File: config.mk
export PLATFORM = sky130hd
export DESIGN_NAME = audio_bin_peak_rms_meter
export DESIGN_NICKNAME = d
export VERILOG_FILES = /design/src/sv/abprm_pkg.sv /design/src/sv/audio_bin_peak_rms_meter.sv /design/src/sv/abprm_acc.sv /design/src/sv/abprm_lvl.sv
export VERILOG_INCLUDE_DIRS = /design/src /design/src/sv
export SDC_FILE = /design/constraint.sdc
export NUM_CORES = 1
export LEC_CHECK = 0
export BUFFER_PORTS_ARGS = -buffer_cell sky130_fd_sc_hd__buf_4
export CAP_MARGIN = 20
export CORE_MARGIN = 2
export CORE_UTILIZATION = 60
export DETAILED_ROUTE_END_ITERATION = 16
export HOLD_SLACK_MARGIN = 0.02
export PLACE_DENSITY = 0.78
export SLEW_MARGIN = 10
export SYNTH_ARGS = -nofsm -noshare
export SYNTH_HDL_FRONTEND = slang
export SYNTH_SLANG_ARGS = --single-unit
File: constraint.sdc
create_clock -name aclk -period 19.42 [get_ports aclk]
set_clock_uncertainty 0.1 [all_clocks]
set_input_delay 0 -clock aclk [delete_from_list [all_inputs] [get_ports aclk]]
set_output_delay 0 -clock aclk [all_outputs]
set_load 0.02 [all_outputs]
File: src/sv/audio_bin_peak_rms_meter_defines.svh
// Assertion macros used by the meter's top-level RTL.
`ifndef AUDIO_BIN_PEAK_RMS_METER_DEFINES_SVH
`define AUDIO_BIN_PEAK_RMS_METER_DEFINES_SVH

// Consequent must hold in the same cycle as the antecedent.
`define ABPRM_ASSERT_IMP(label, clk, rstn, ante, cons, msg) \
    label: assert property (@(posedge clk) disable iff (!rstn) (ante) |-> (cons)) \
        else $error(msg);

// Consequent must hold in the cycle after the antecedent.
`define ABPRM_ASSERT_NXT(label, clk, rstn, ante, cons, msg) \
    label: assert property (@(posedge clk) disable iff (!rstn) (ante) |=> (cons)) \
        else $error(msg);

`endif

File: src/sv/abprm_pkg.sv
package abprm_pkg;

    // Configuration register
    localparam int SPB_W = 20;
    localparam logic [SPB_W-1:0] SPB_RESET = 20'd480;

    // APB port
    localparam int APB_DATA_W = 32;
    localparam int APB_ADDR_W = 3;

    typedef enum logic {
        REG_SAMPLES_PER_BIN = 1'b0
    } reg_index_t;

    // Result fields
    localparam int BIN_W = 24;
    localparam int LEVEL_W = 8;
    localparam logic [LEVEL_W-1:0] LEVEL_MAX = 8'd255;
    localparam int OUT_DATA_W = 40;

    // Widest square sum; larger sums saturate.
    localparam int SUM_MAX_W = 64;

    // RMS: q = floor(floor(4*255^2*sum / FS^2) / n), level = (isqrt(q)+1)/2.
    localparam int RMS_SCALE_W = 18;
    localparam logic [RMS_SCALE_W-1:0] RMS_SCALE = 18'd260100;
    localparam int QUO_W = 18;
    localparam int ROOT_W = 9;
    localparam int ROOT_STEP_W = 4;
    localparam int STEP_W = 5;

    // Bin close event from the accumulator to the level unit.
    typedef struct packed {
        logic valid;
        logic final_bin;
    } close_t;

    // One finished result.
    typedef struct packed {
        logic [BIN_W-1:0]   bin_number;
        logic [LEVEL_W-1:0] peak_level;
        logic [LEVEL_W-1:0] rms_level;
        logic               final_bin;
    } result_t;

endpackage

File: src/sv/audio_bin_peak_rms_meter.sv
// Samples are taken one at a time: each passes the bit-serial squarer, then an update step,
// before the next is accepted. At a bin end the level unit runs multiply, divide, square root
// and hand-off, and takes no sample until its result is loaded into the output register.
// Reset (aresetn low, synchronous) clears the sums, counts and bin number and sets
// samples_per_bin to 480.
`include "audio_bin_peak_rms_meter_defines.svh"

module audio_bin_peak_rms_meter #(
    parameter int SAMPLE_BITS = 16,
    parameter int COUNT_BITS  = 20
) (
    input  logic                                aclk,
    input  logic                                aresetn,
    // Sample channel
    input  logic                                s_tvalid,
    output logic                                s_tready,
    // s_tdata: sample_value, then zero padding to whole bytes
    input  logic [((SAMPLE_BITS+7)/8)*8-1:0]    s_tdata,
    // s_tlast: end_of_stream
    input  logic                                s_tlast,
    // Result channel
    output logic                                m_tvalid,
    input  logic                                m_tready,
    // m_tdata: bin_number [23:0], peak_level [31:24], rms_level [39:32]
    output logic [abprm_pkg::OUT_DATA_W-1:0]    m_tdata,
    // m_tlast: final_bin
    output logic                                m_tlast,
    // Configuration port
    input  logic                                psel,
    input  logic                                penable,
    input  logic                                pwrite,
    input  logic [abprm_pkg::APB_ADDR_W-1:0]    paddr,
    input  logic [abprm_pkg::APB_DATA_W-1:0]    pwdata,
    output logic [abprm_pkg::APB_DATA_W-1:0]    prdata,
    output logic                                pready
);
    import abprm_pkg::*;

    localparam int SUM_FULL_W = 2 * SAMPLE_BITS + COUNT_BITS - 1;
    localparam int SUM_W      = (SUM_FULL_W > SUM_MAX_W) ? SUM_MAX_W : SUM_FULL_W;

    logic [SPB_W-1:0]      spb_reg;
    logic                  m_tvalid_reg;
    logic [OUT_DATA_W-1:0] m_tdata_reg;
    logic                  m_tlast_reg;

    logic                   s_accept;
    logic                   cfg_write;
    logic                   reg_hit;
    logic                   acc_busy;
    close_t                 close;
    logic [SUM_W-1:0]       bin_sum;
    logic [COUNT_BITS-1:0]  bin_count;
    logic [SAMPLE_BITS-1:0] bin_peak;
    logic [BIN_W-1:0]       bin_index;
    logic                   lvl_busy;
    logic                   lvl_done;
    logic                   lvl_take;
    result_t                lvl_res;

    // Configuration register access.
    assign pready    = 1'b1;
    assign reg_hit   = (reg_index_t'(paddr[APB_ADDR_W-1]) == REG_SAMPLES_PER_BIN);
    assign cfg_write = psel && penable && pwrite && pready && reg_hit;
    assign prdata    = reg_hit ? APB_DATA_W'(spb_reg) : '0;

    always_ff @(posedge aclk) begin
        if (!aresetn) begin
            spb_reg <= SPB_RESET;
        end else if (cfg_write) begin
            spb_reg <= pwdata[SPB_W-1:0];
        end
    end

    // One sample at a time; the level unit must be free before a bin can close.
    assign s_tready = !acc_busy && !lvl_busy && !close.valid;
    assign s_accept = s_tvalid && s_tready;

    abprm_acc #(
        .SAMPLE_BITS (SAMPLE_BITS),
        .COUNT_BITS  (COUNT_BITS),
        .SUM_W       (SUM_W)
    ) u_acc (
        .aclk            (aclk),
        .aresetn         (aresetn),
        .start           (s_accept),
        .sample          (s_tdata[SAMPLE_BITS-1:0]),
        .eos             (s_tlast),
        .samples_per_bin (spb_reg),
        .busy            (acc_busy),
        .close           (close),
        .bin_sum         (bin_sum),
        .bin_count       (bin_count),
        .bin_peak        (bin_peak),
        .bin_index       (bin_index)
    );

    abprm_lvl #(
        .SAMPLE_BITS (SAMPLE_BITS),
        .COUNT_BITS  (COUNT_BITS),
        .SUM_W       (SUM_W)
    ) u_lvl (
        .aclk      (aclk),
        .aresetn   (aresetn),
        .close     (close),
        .bin_sum   (bin_sum),
        .bin_count (bin_count),
        .bin_peak  (bin_peak),
        .bin_index (bin_index),
        .take      (lvl_take),
        .busy      (lvl_busy),
        .done      (lvl_done),
        .result    (lvl_res)
    );

    // Output register: loads a finished result when empty or being drained.
    assign lvl_take = lvl_done && (!m_tvalid_reg || m_tready);

    always_ff @(posedge aclk) begin
        if (!aresetn) begin
            m_tvalid_reg <= 1'b0;
        end else begin
            if (lvl_take) begin
                m_tvalid_reg <= 1'b1;
                m_tdata_reg  <= {lvl_res.rms_level, lvl_res.peak_level, lvl_res.bin_number};
                m_tlast_reg  <= lvl_res.final_bin;
            end else if (m_tready) begin
                m_tvalid_reg <= 1'b0;
            end
        end
    end

    assign m_tvalid = m_tvalid_reg;
    assign m_tdata  = m_tdata_reg;
    assign m_tlast  = m_tlast_reg;

    `ABPRM_ASSERT_IMP(a_close_lvl_free, aclk, aresetn, close.valid, !lvl_busy, "bin closed while level unit busy")
    `ABPRM_ASSERT_NXT(a_close_starts, aclk, aresetn, close.valid, lvl_busy, "level unit did not start on bin close")
    `ABPRM_ASSERT_NXT(a_one_sample, aclk, aresetn, s_accept, !s_tready, "sample transfer not followed by busy")
    `ABPRM_ASSERT_NXT(a_result_load, aclk, aresetn, lvl_take, m_tvalid && (m_tlast == $past(lvl_res.final_bin)), "result not loaded into output register")

endmodule

File: src/sv/abprm_acc.sv
module abprm_acc #(
    parameter int SAMPLE_BITS = 16,
    parameter int COUNT_BITS  = 20,
    parameter int SUM_W       = 51
) (
    input  logic                           aclk,
    input  logic                           aresetn,
    input  logic                           start,
    input  logic [SAMPLE_BITS-1:0]         sample,
    input  logic                           eos,
    input  logic [abprm_pkg::SPB_W-1:0]    samples_per_bin,
    output logic                           busy,
    output abprm_pkg::close_t              close,
    output logic [SUM_W-1:0]               bin_sum,
    output logic [COUNT_BITS-1:0]          bin_count,
    output logic [SAMPLE_BITS-1:0]         bin_peak,
    output logic [abprm_pkg::BIN_W-1:0]    bin_index
);
    import abprm_pkg::*;

    localparam int PROD_W = 2 * SAMPLE_BITS;
    localparam int CNT_W  = $clog2(SAMPLE_BITS);
    localparam int CMP_W  = (COUNT_BITS > SPB_W) ? COUNT_BITS : SPB_W;
    localparam logic [CNT_W-1:0] LAST_STEP = CNT_W'(SAMPLE_BITS - 1);
    localparam logic [COUNT_BITS-1:0] COUNT_MAX = '1;

    typedef enum logic [1:0] {
        A_IDLE,
        A_SQUARE,
        A_UPDATE
    } acc_state_t;

    acc_state_t             state_reg;
    logic [SAMPLE_BITS-1:0] mag_reg;
    logic [SAMPLE_BITS-1:0] mplr_reg;
    logic [PROD_W-1:0]      prod_reg;
    logic [CNT_W-1:0]       step_reg;
    logic                   eos_reg;
    logic [SUM_W-1:0]       sum_reg;
    logic [SAMPLE_BITS-1:0] peak_reg;
    logic [COUNT_BITS-1:0]  count_reg;
    logic [BIN_W-1:0]       bin_reg;
    close_t                 close_reg;
    logic [SUM_W-1:0]       snap_sum_reg;
    logic [COUNT_BITS-1:0]  snap_count_reg;
    logic [SAMPLE_BITS-1:0] snap_peak_reg;
    logic [BIN_W-1:0]       snap_bin_reg;

    logic [SAMPLE_BITS-1:0] mag_in;
    logic [SAMPLE_BITS-1:0] partial;
    logic [PROD_W-1:0]      prod_next;
    logic [SUM_W:0]         sum_ext;
    logic [SUM_W-1:0]       sum_next;
    logic [SAMPLE_BITS-1:0] peak_next;
    logic [COUNT_BITS-1:0]  count_next;
    logic [CMP_W-1:0]       limit;
    logic                   close_now;

    // Magnitude of the sample; the most negative code maps to full scale.
    assign mag_in = sample[SAMPLE_BITS-1] ? SAMPLE_BITS'(~sample + 1'b1) : sample;

    // One multiplier bit per cycle, most significant bit first.
    assign partial   = mplr_reg[SAMPLE_BITS-1] ? mag_reg : '0;
    assign prod_next = {prod_reg[PROD_W-2:0], 1'b0} + {{SAMPLE_BITS{1'b0}}, partial};

    // Saturating sum of squares, peak and count update.
    assign sum_ext    = {1'b0, sum_reg} + (SUM_W + 1)'(prod_reg);
    assign sum_next   = sum_ext[SUM_W] ? '1 : sum_ext[SUM_W-1:0];
    assign peak_next  = (mag_reg > peak_reg) ? mag_reg : peak_reg;
    assign count_next = count_reg + 1'b1;

    // A bin closes when full, at the counter limit or at end of stream.
    assign limit     = (samples_per_bin == '0) ? CMP_W'(1) : CMP_W'(samples_per_bin);
    assign close_now = eos_reg || (CMP_W'(count_next) >= limit) || (count_next == COUNT_MAX);

    always_ff @(posedge aclk) begin
        if (!aresetn) begin
            state_reg <= A_IDLE;
            close_reg <= '0;
            sum_reg   <= '0;
            peak_reg  <= '0;
            count_reg <= '0;
            bin_reg   <= '0;
        end else begin
            case (state_reg)
                A_IDLE: begin
                    close_reg <= '0;
                    if (start) begin
                        mag_reg   <= mag_in;
                        mplr_reg  <= mag_in;
                        prod_reg  <= '0;
                        step_reg  <= LAST_STEP;
                        eos_reg   <= eos;
                        state_reg <= A_SQUARE;
                    end
                end
                A_SQUARE: begin
                    close_reg <= '0;
                    prod_reg <= prod_next;
                    mplr_reg <= {mplr_reg[SAMPLE_BITS-2:0], 1'b0};
                    if (step_reg == '0) begin
                        state_reg <= A_UPDATE;
                    end else begin
                        step_reg <= step_reg - 1'b1;
                    end
                end
                A_UPDATE: begin
                    close_reg.valid     <= close_now;
                    close_reg.final_bin <= eos_reg;
                    if (close_now) begin
                        snap_sum_reg    <= sum_next;
                        snap_count_reg  <= count_next;
                        snap_peak_reg   <= peak_next;
                        snap_bin_reg    <= bin_reg;
                        sum_reg   <= '0;
                        peak_reg  <= '0;
                        count_reg <= '0;
                        bin_reg   <= eos_reg ? '0 : bin_reg + 1'b1;
                    end else begin
                        sum_reg   <= sum_next;
                        peak_reg  <= peak_next;
                        count_reg <= count_next;
                    end
                    state_reg <= A_IDLE;
                end
                default: begin
                    close_reg <= '0;
                    state_reg <= A_IDLE;
                end
            endcase
        end
    end

    assign busy      = (state_reg != A_IDLE);
    assign close     = close_reg;
    assign bin_sum   = snap_sum_reg;
    assign bin_count = snap_count_reg;
    assign bin_peak  = snap_peak_reg;
    assign bin_index = snap_bin_reg;

endmodule

File: src/sv/abprm_lvl.sv
module abprm_lvl #(
    parameter int SAMPLE_BITS = 16,
    parameter int COUNT_BITS  = 20,
    parameter int SUM_W       = 51
) (
    input  logic                        aclk,
    input  logic                        aresetn,
    input  abprm_pkg::close_t           close,
    input  logic [SUM_W-1:0]            bin_sum,
    input  logic [COUNT_BITS-1:0]       bin_count,
    input  logic [SAMPLE_BITS-1:0]      bin_peak,
    input  logic [abprm_pkg::BIN_W-1:0] bin_index,
    input  logic                        take,
    output logic                        busy,
    output logic                        done,
    output abprm_pkg::result_t          result
);
    import abprm_pkg::*;

    localparam int N_W        = SUM_W + RMS_SCALE_W;
    localparam int FRAC_SHIFT = 2 * SAMPLE_BITS - 2;
    localparam int PK_W       = SAMPLE_BITS + LEVEL_W;
    localparam logic [PK_W-1:0] HALF_FS = PK_W'(1) << (SAMPLE_BITS - 2);

    typedef enum logic [2:0] {
        L_IDLE,
        L_MUL,
        L_DIV,
        L_ROOT,
        L_DONE
    } lvl_state_t;

    lvl_state_t            state_reg;
    logic [STEP_W-1:0]     step_reg;
    logic [SUM_W-1:0]      sum_reg;
    logic [N_W-1:0]        nacc_reg;
    logic [COUNT_BITS-1:0] n_reg;
    logic [COUNT_BITS-1:0] rem_reg;
    logic [QUO_W-1:0]      num_reg;
    logic [QUO_W-1:0]      quo_reg;
    logic [ROOT_W-1:0]     root_reg;
    result_t               res_reg;

    logic [N_W-1:0]        mul_add;
    logic [N_W-1:0]        nacc_next;
    logic [N_W-1:0]        scaled;
    logic [N_W-1:0]        scaled_hi;
    logic [COUNT_BITS:0]   trial;
    logic [COUNT_BITS:0]   diff;
    logic                  fits;
    logic [COUNT_BITS-1:0] rem_next;
    logic [QUO_W-1:0]      quo_next;
    logic [ROOT_W-1:0]     cand;
    logic [2*ROOT_W-1:0]   cand_sq;
    logic [ROOT_W-1:0]     root_next;
    logic [ROOT_W:0]       rms_wide;
    logic [LEVEL_W-1:0]    rms_level;
    logic [PK_W-1:0]       pk_scaled;
    logic [LEVEL_W:0]      pk_top;
    logic [LEVEL_W-1:0]    peak_level;

    // Peak level: round(peak * 255 / FS), saturated.
    assign pk_scaled  = {bin_peak, {LEVEL_W{1'b0}}} - {{LEVEL_W{1'b0}}, bin_peak} + HALF_FS;
    assign pk_top     = pk_scaled[PK_W-1:SAMPLE_BITS-1];
    assign peak_level = pk_top[LEVEL_W] ? LEVEL_MAX : pk_top[LEVEL_W-1:0];

    // Shift-add multiply by the RMS scale, one constant bit per cycle.
    assign mul_add   = RMS_SCALE[step_reg] ? N_W'(sum_reg) : '0;
    assign nacc_next = {nacc_reg[N_W-2:0], 1'b0} + mul_add;

    // Drop the FS^2 fraction; the upper part is the first partial remainder.
    assign scaled    = nacc_next >> FRAC_SHIFT;
    assign scaled_hi = scaled >> QUO_W;

    // Restoring division by the sample count, one quotient bit per cycle.
    assign trial    = {rem_reg, num_reg[QUO_W-1]};
    assign fits     = (trial >= {1'b0, n_reg});
    assign diff     = trial - {1'b0, n_reg};
    assign rem_next = fits ? diff[COUNT_BITS-1:0] : trial[COUNT_BITS-1:0];
    assign quo_next = {quo_reg[QUO_W-2:0], fits};

    // Integer square root, one root bit per cycle.
    assign cand      = root_reg | (ROOT_W'(1) << step_reg[ROOT_STEP_W-1:0]);
    assign cand_sq   = {{ROOT_W{1'b0}}, cand} * {{ROOT_W{1'b0}}, cand};
    assign root_next = (cand_sq <= quo_reg) ? cand : root_reg;

    // Largest level k with (2k-1)^2 <= q.
    assign rms_wide  = ({1'b0, root_next} + 1'b1) >> 1;
    assign rms_level = (rms_wide > (ROOT_W + 1)'(LEVEL_MAX)) ? LEVEL_MAX
                                                             : rms_wide[LEVEL_W-1:0];

    always_ff @(posedge aclk) begin
        if (!aresetn) begin
            state_reg <= L_IDLE;
        end else begin
            case (state_reg)
                L_IDLE: begin
                    if (close.valid) begin
                        sum_reg   <= bin_sum;
                        n_reg     <= bin_count;
                        nacc_reg  <= '0;
                        step_reg  <= STEP_W'(RMS_SCALE_W - 1);
                        res_reg.bin_number <= bin_index;
                        res_reg.peak_level <= peak_level;
                        res_reg.final_bin  <= close.final_bin;
                        state_reg <= L_MUL;
                    end
                end
                L_MUL: begin
                    nacc_reg <= nacc_next;
                    if (step_reg == '0) begin
                        rem_reg   <= scaled_hi[COUNT_BITS-1:0];
                        num_reg   <= scaled[QUO_W-1:0];
                        quo_reg   <= '0;
                        step_reg  <= STEP_W'(QUO_W - 1);
                        state_reg <= L_DIV;
                    end else begin
                        step_reg <= step_reg - 1'b1;
                    end
                end
                L_DIV: begin
                    rem_reg <= rem_next;
                    num_reg <= {num_reg[QUO_W-2:0], 1'b0};
                    quo_reg <= quo_next;
                    if (step_reg == '0) begin
                        root_reg  <= '0;
                        step_reg  <= STEP_W'(ROOT_W - 1);
                        state_reg <= L_ROOT;
                    end else begin
                        step_reg <= step_reg - 1'b1;
                    end
                end
                L_ROOT: begin
                    root_reg <= root_next;
                    if (step_reg == '0) begin
                        res_reg.rms_level <= rms_level;
                        state_reg <= L_DONE;
                    end else begin
                        step_reg <= step_reg - 1'b1;
                    end
                end
                L_DONE: begin
                    if (take) begin
                        state_reg <= L_IDLE;
                    end
                end
                default: begin
                    state_reg <= L_IDLE;
                end
            endcase
        end
    end

    assign busy   = (state_reg != L_IDLE);
    assign done   = (state_reg == L_DONE);
    assign result = res_reg;

endmodule

==> impl_metrics.json <==
{
  "status": "finished, final reports clean",
  "grt_setup_unrepaired": "no",
  "final_antenna_net_count": 0,
  "grt_antenna_before_repair": 0,
  "die_area_mm2": 0.0604,
  "synth_edf_count": 470,
  "relSlewSlack_pct": 24.5,
  "synth_common_cells": "470 x edfxtp_1, 347 x nor2_1, 305 x nand2_1, 237 x ha_1, 235 x inv_1",
  "area_growth_pct": 13.0,
  "whs_ns": 0.0918,
  "drv_cap": 0,
  "endpoint": "u_lvl.result[8]",
  "min_period_ns": 9.17,
  "htree_levels": 3,
  "largest_register_ff_count": 67,
  "yosysTopAreaCellShare_pct": 40.3,
  "cpMaxStageDelayCell": "fa_1",
  "rows": 88,
  "min_period_over_period_pct": 47.2,
  "grt_pass1_wl_um": 133000,
  "syn-cell-area_mm2": 0.0350,
  "grt_pass1_vias": 26400,
  "slew_viol_final": 0,
  "swShare_pct": 24.0,
  "place.detailed.hpwl_um": 58300,
  "initial_core_util_pct": 60.7,
  "hold_class": "input port to flip-flop",
  "setup_viol": 0,
  "ctsResizeCount": 0,
  "worstPathMaxFanout": 10,
  "cp.required_ns": 19.65,
  "switchingPower_uw": 746,
  "nets": 3932,
  "synth_warnings": 0,
  "synth_ff_type": "edfxtp_1",
  "drt-vias-per-instance": 6.10,
  "ys_ff_latch": 610,
  "first_pass_iters": 6,
  "coreArea_mm2": 0.0577,
  "p_per_area_mw_per_mm2": 78.6,
  "cts_buffer_depth": 3,
  "drt_iter0_drc": 2352,
  "syn_area_per_cell_um2": 10.1,
  "crit_start": "u_lvl.step_reg[2]",
  "ff2ff_setup_slack_ns": 10.25,
  "clock_insertion_delay_worst_skew_ns": 0.63,
  "overflow": 0,
  "leakagePower_uw": 0.0157,
  "crit_path_max_incr_delay_ns": 0.59,
  "synth_area_leaders": "edfxtp_1 40%, ha_1 8.5%, dfxtp_1 8.0%",
  "routedWlPerCell_um": 18.7,
  "clkSlewWorstSetupHoldPaths_ns": 0.06,
  "cts_tree": "done",
  "rr_endpoint": "u_lvl.result[8]",
  "async_flop_share_pct": 0,
  "place_area_mm2": 0.0365,
  "stdcell_area_mm2": 0.0396,
  "synth_top_cell_by_area": "edfxtp_1",
  "internal-power_uw": 2370,
  "worstMarginPinSlew_ns": 1.12,
  "gp_congestion": 0.928,
  "regArea_mm2": 0.0169,
  "synth_cell_type_count": 87,
  "setup-tns-final_ns": 0,
  "cts_sinks": 610,
  "n_fill_cell": 4206,
  "drive_above_1_share_pct": 8.68,
  "vias": 27000,
  "yosysSeqAreaShare_pct": 48.3,
  "clock_power_share_pct": 44.6,
  "clock_tree.root_cell": "clkbuf_16",
  "wl_um": 82500,
  "irDropWorstVdd_v": 0.0000781,
  "drc": 0,
  "cp-start-kind": "flip-flop",
  "reg2reg_from": "u_lvl.step_reg[2]",
  "fp.dieH_um": 246,
  "arrival_ns": 9.40,
  "io_pins": 135,
  "multi_input_area_mm2": 0.0167,
  "finalHoldViolCount": 0,
  "die_w_um": 246,
  "fmax_mhz": 109,
  "netlist_instances": 3471,
  "grt.total_usage_pct": 27.1,
  "crit_type": "flip-flop to flip-flop",
  "cp-end-kind": "flip-flop",
  "cts_buffers": 67,
  "io_buffers": 107,
  "min-delay-start": "pwdata[16]",
  "seqPwrFrac_pct": 46.3,
  "pwr-share-comb_pct": 9.1,
  "grt_max_degree": 91,
  "ff2ff_path_depth": 32,
  "yosysMostFrequentCell": "edfxtp_1"
}
==> worst min path at each step <==
stage	cells after the start	endpoint	slack, ns
2_1_floorplan	0	u_acc.eos_reg	-0.001
3_3_place_gp	1	u_acc.eos_reg	0.08
3_5_place_dp	1	u_acc.eos_reg	0.08
4_1_cts	4	spb_reg[1]	0.05
5_1_grt	4	spb_reg[15]	0.1
6_report	4	spb_reg[16]	0.09
==> metrics by stage <==
| step | power, µW | setup WS, ns | cells | util, % |
|---|---|---|---|---|
| CTS | 3130 | 10.35 | 4416 | 68.5 |
| global route | 3220 | 9.55 | 4418 | 68.6 |
| finish | 3110 | 10.25 | 4419 | 68.6 |
| floorplan | 1660 | 5.96 | 3482 | - |
| global placement | 1720 | 10.74 | 4233 | 63.2 |
| detailed placement | 1730 | 10.45 | 4233 | 63.2 |
==> power groups by stage <==
stage / registers [µW] / clock network, µW / logic, µW
after global placement: 1470 / 0 / 254
after detailed placement: 1470 / 0 / 266
after global routing: 1440 / 1460 / 314
after floorplan: 1460 / 0 / 200
after CTS: 1440 / 1410 / 279
final: 1440 / 1390 / 283
==> cells in the final DEF, fill, tap and decap left out, types with 33 or more instances in the layout <==
master         count
a211oi_1          35
a21o_1            91
a21oi_1          214
a22o_1            35
a31oi_1           33
and2_1            88
and3_1            54
buf_4            133
clkbuf_16         67
dfxtp_1          140
dlygate4sd3_1     59
edfxtp_1         470
fa_1              38
ha_1             237
inv_1            235
nand2_1          305
nand3_1           82
nand4_1           43
nor2_1           343
nor3_1            77
o21ai_0          168
or3_1             34
xnor2_1          111
xor2_1            69
==> repair_timing <==
action	CTS	global route
hold endpoints to repair	100	0
setup buffers	0	0
hold buffers	59	0
==> logic make-up after synthesis <==
| logic type | share of synthesized area (%) |
|---|---|
| AND/OR/NAND/NOR | 16.3 |
| buffers and inverters | 4.31 |
| AO/OA/AOI/OAI | 14.9 |
| XOR/XNOR | 4.50 |
| adder cells (fa/ha/maj) | 10.6 |
| multiplexers | 1.04 |
| other | 0.0214 |
| flip-flops | 48.3 |
==> layer usage <==
| metal | vias up | wire length (µm) | GRT usage [%] |
|---|---|---|---|
| li1 | 12800 | - | - |
| met3 | 196 | 5020 | 3.83 |
| met1 | 12900 | 34900 | 35.9 |
| met2 | 1011 | 39900 | 45.1 |
| met5 | - | 0 | 0 |
| met4 | 0 | 2660 | 10.7 |
==> layout make-up <==
| type | instances | share of cell area (%) |
|---|---|---|
| Timing Repair Buffer | 194 | 4.13 |
| Clock inverter | 47 | 1.79 |
| Inverter | 239 | 2.27 |
| Antenna cell | 1 | 0.00632 |
| Clock buffer | 77 | 4.43 |
| Tap cell | 765 | 2.42 |
| Sequential cell | 610 | 42.7 |
| Multi-Input combinational cell | 2486 | 42.2 |
==> worst max-delay path: cells and delay by family (launching register included) <==
| family | cells | cell delay (ns) |
|---|---|---|
| mux | 1 | 0.17 |
| xor+xnor | 1 | 0.18 |
| compound gates | 13 | 3.35 |
| flops | 1 | 0.46 |
| simple gates | 7 | 1.54 |
| fa+ha+maj | 7 | 2.63 |
| buf+inv | 3 | 0.44 |
No activity file was read; power rests on OpenSTA's default activity.
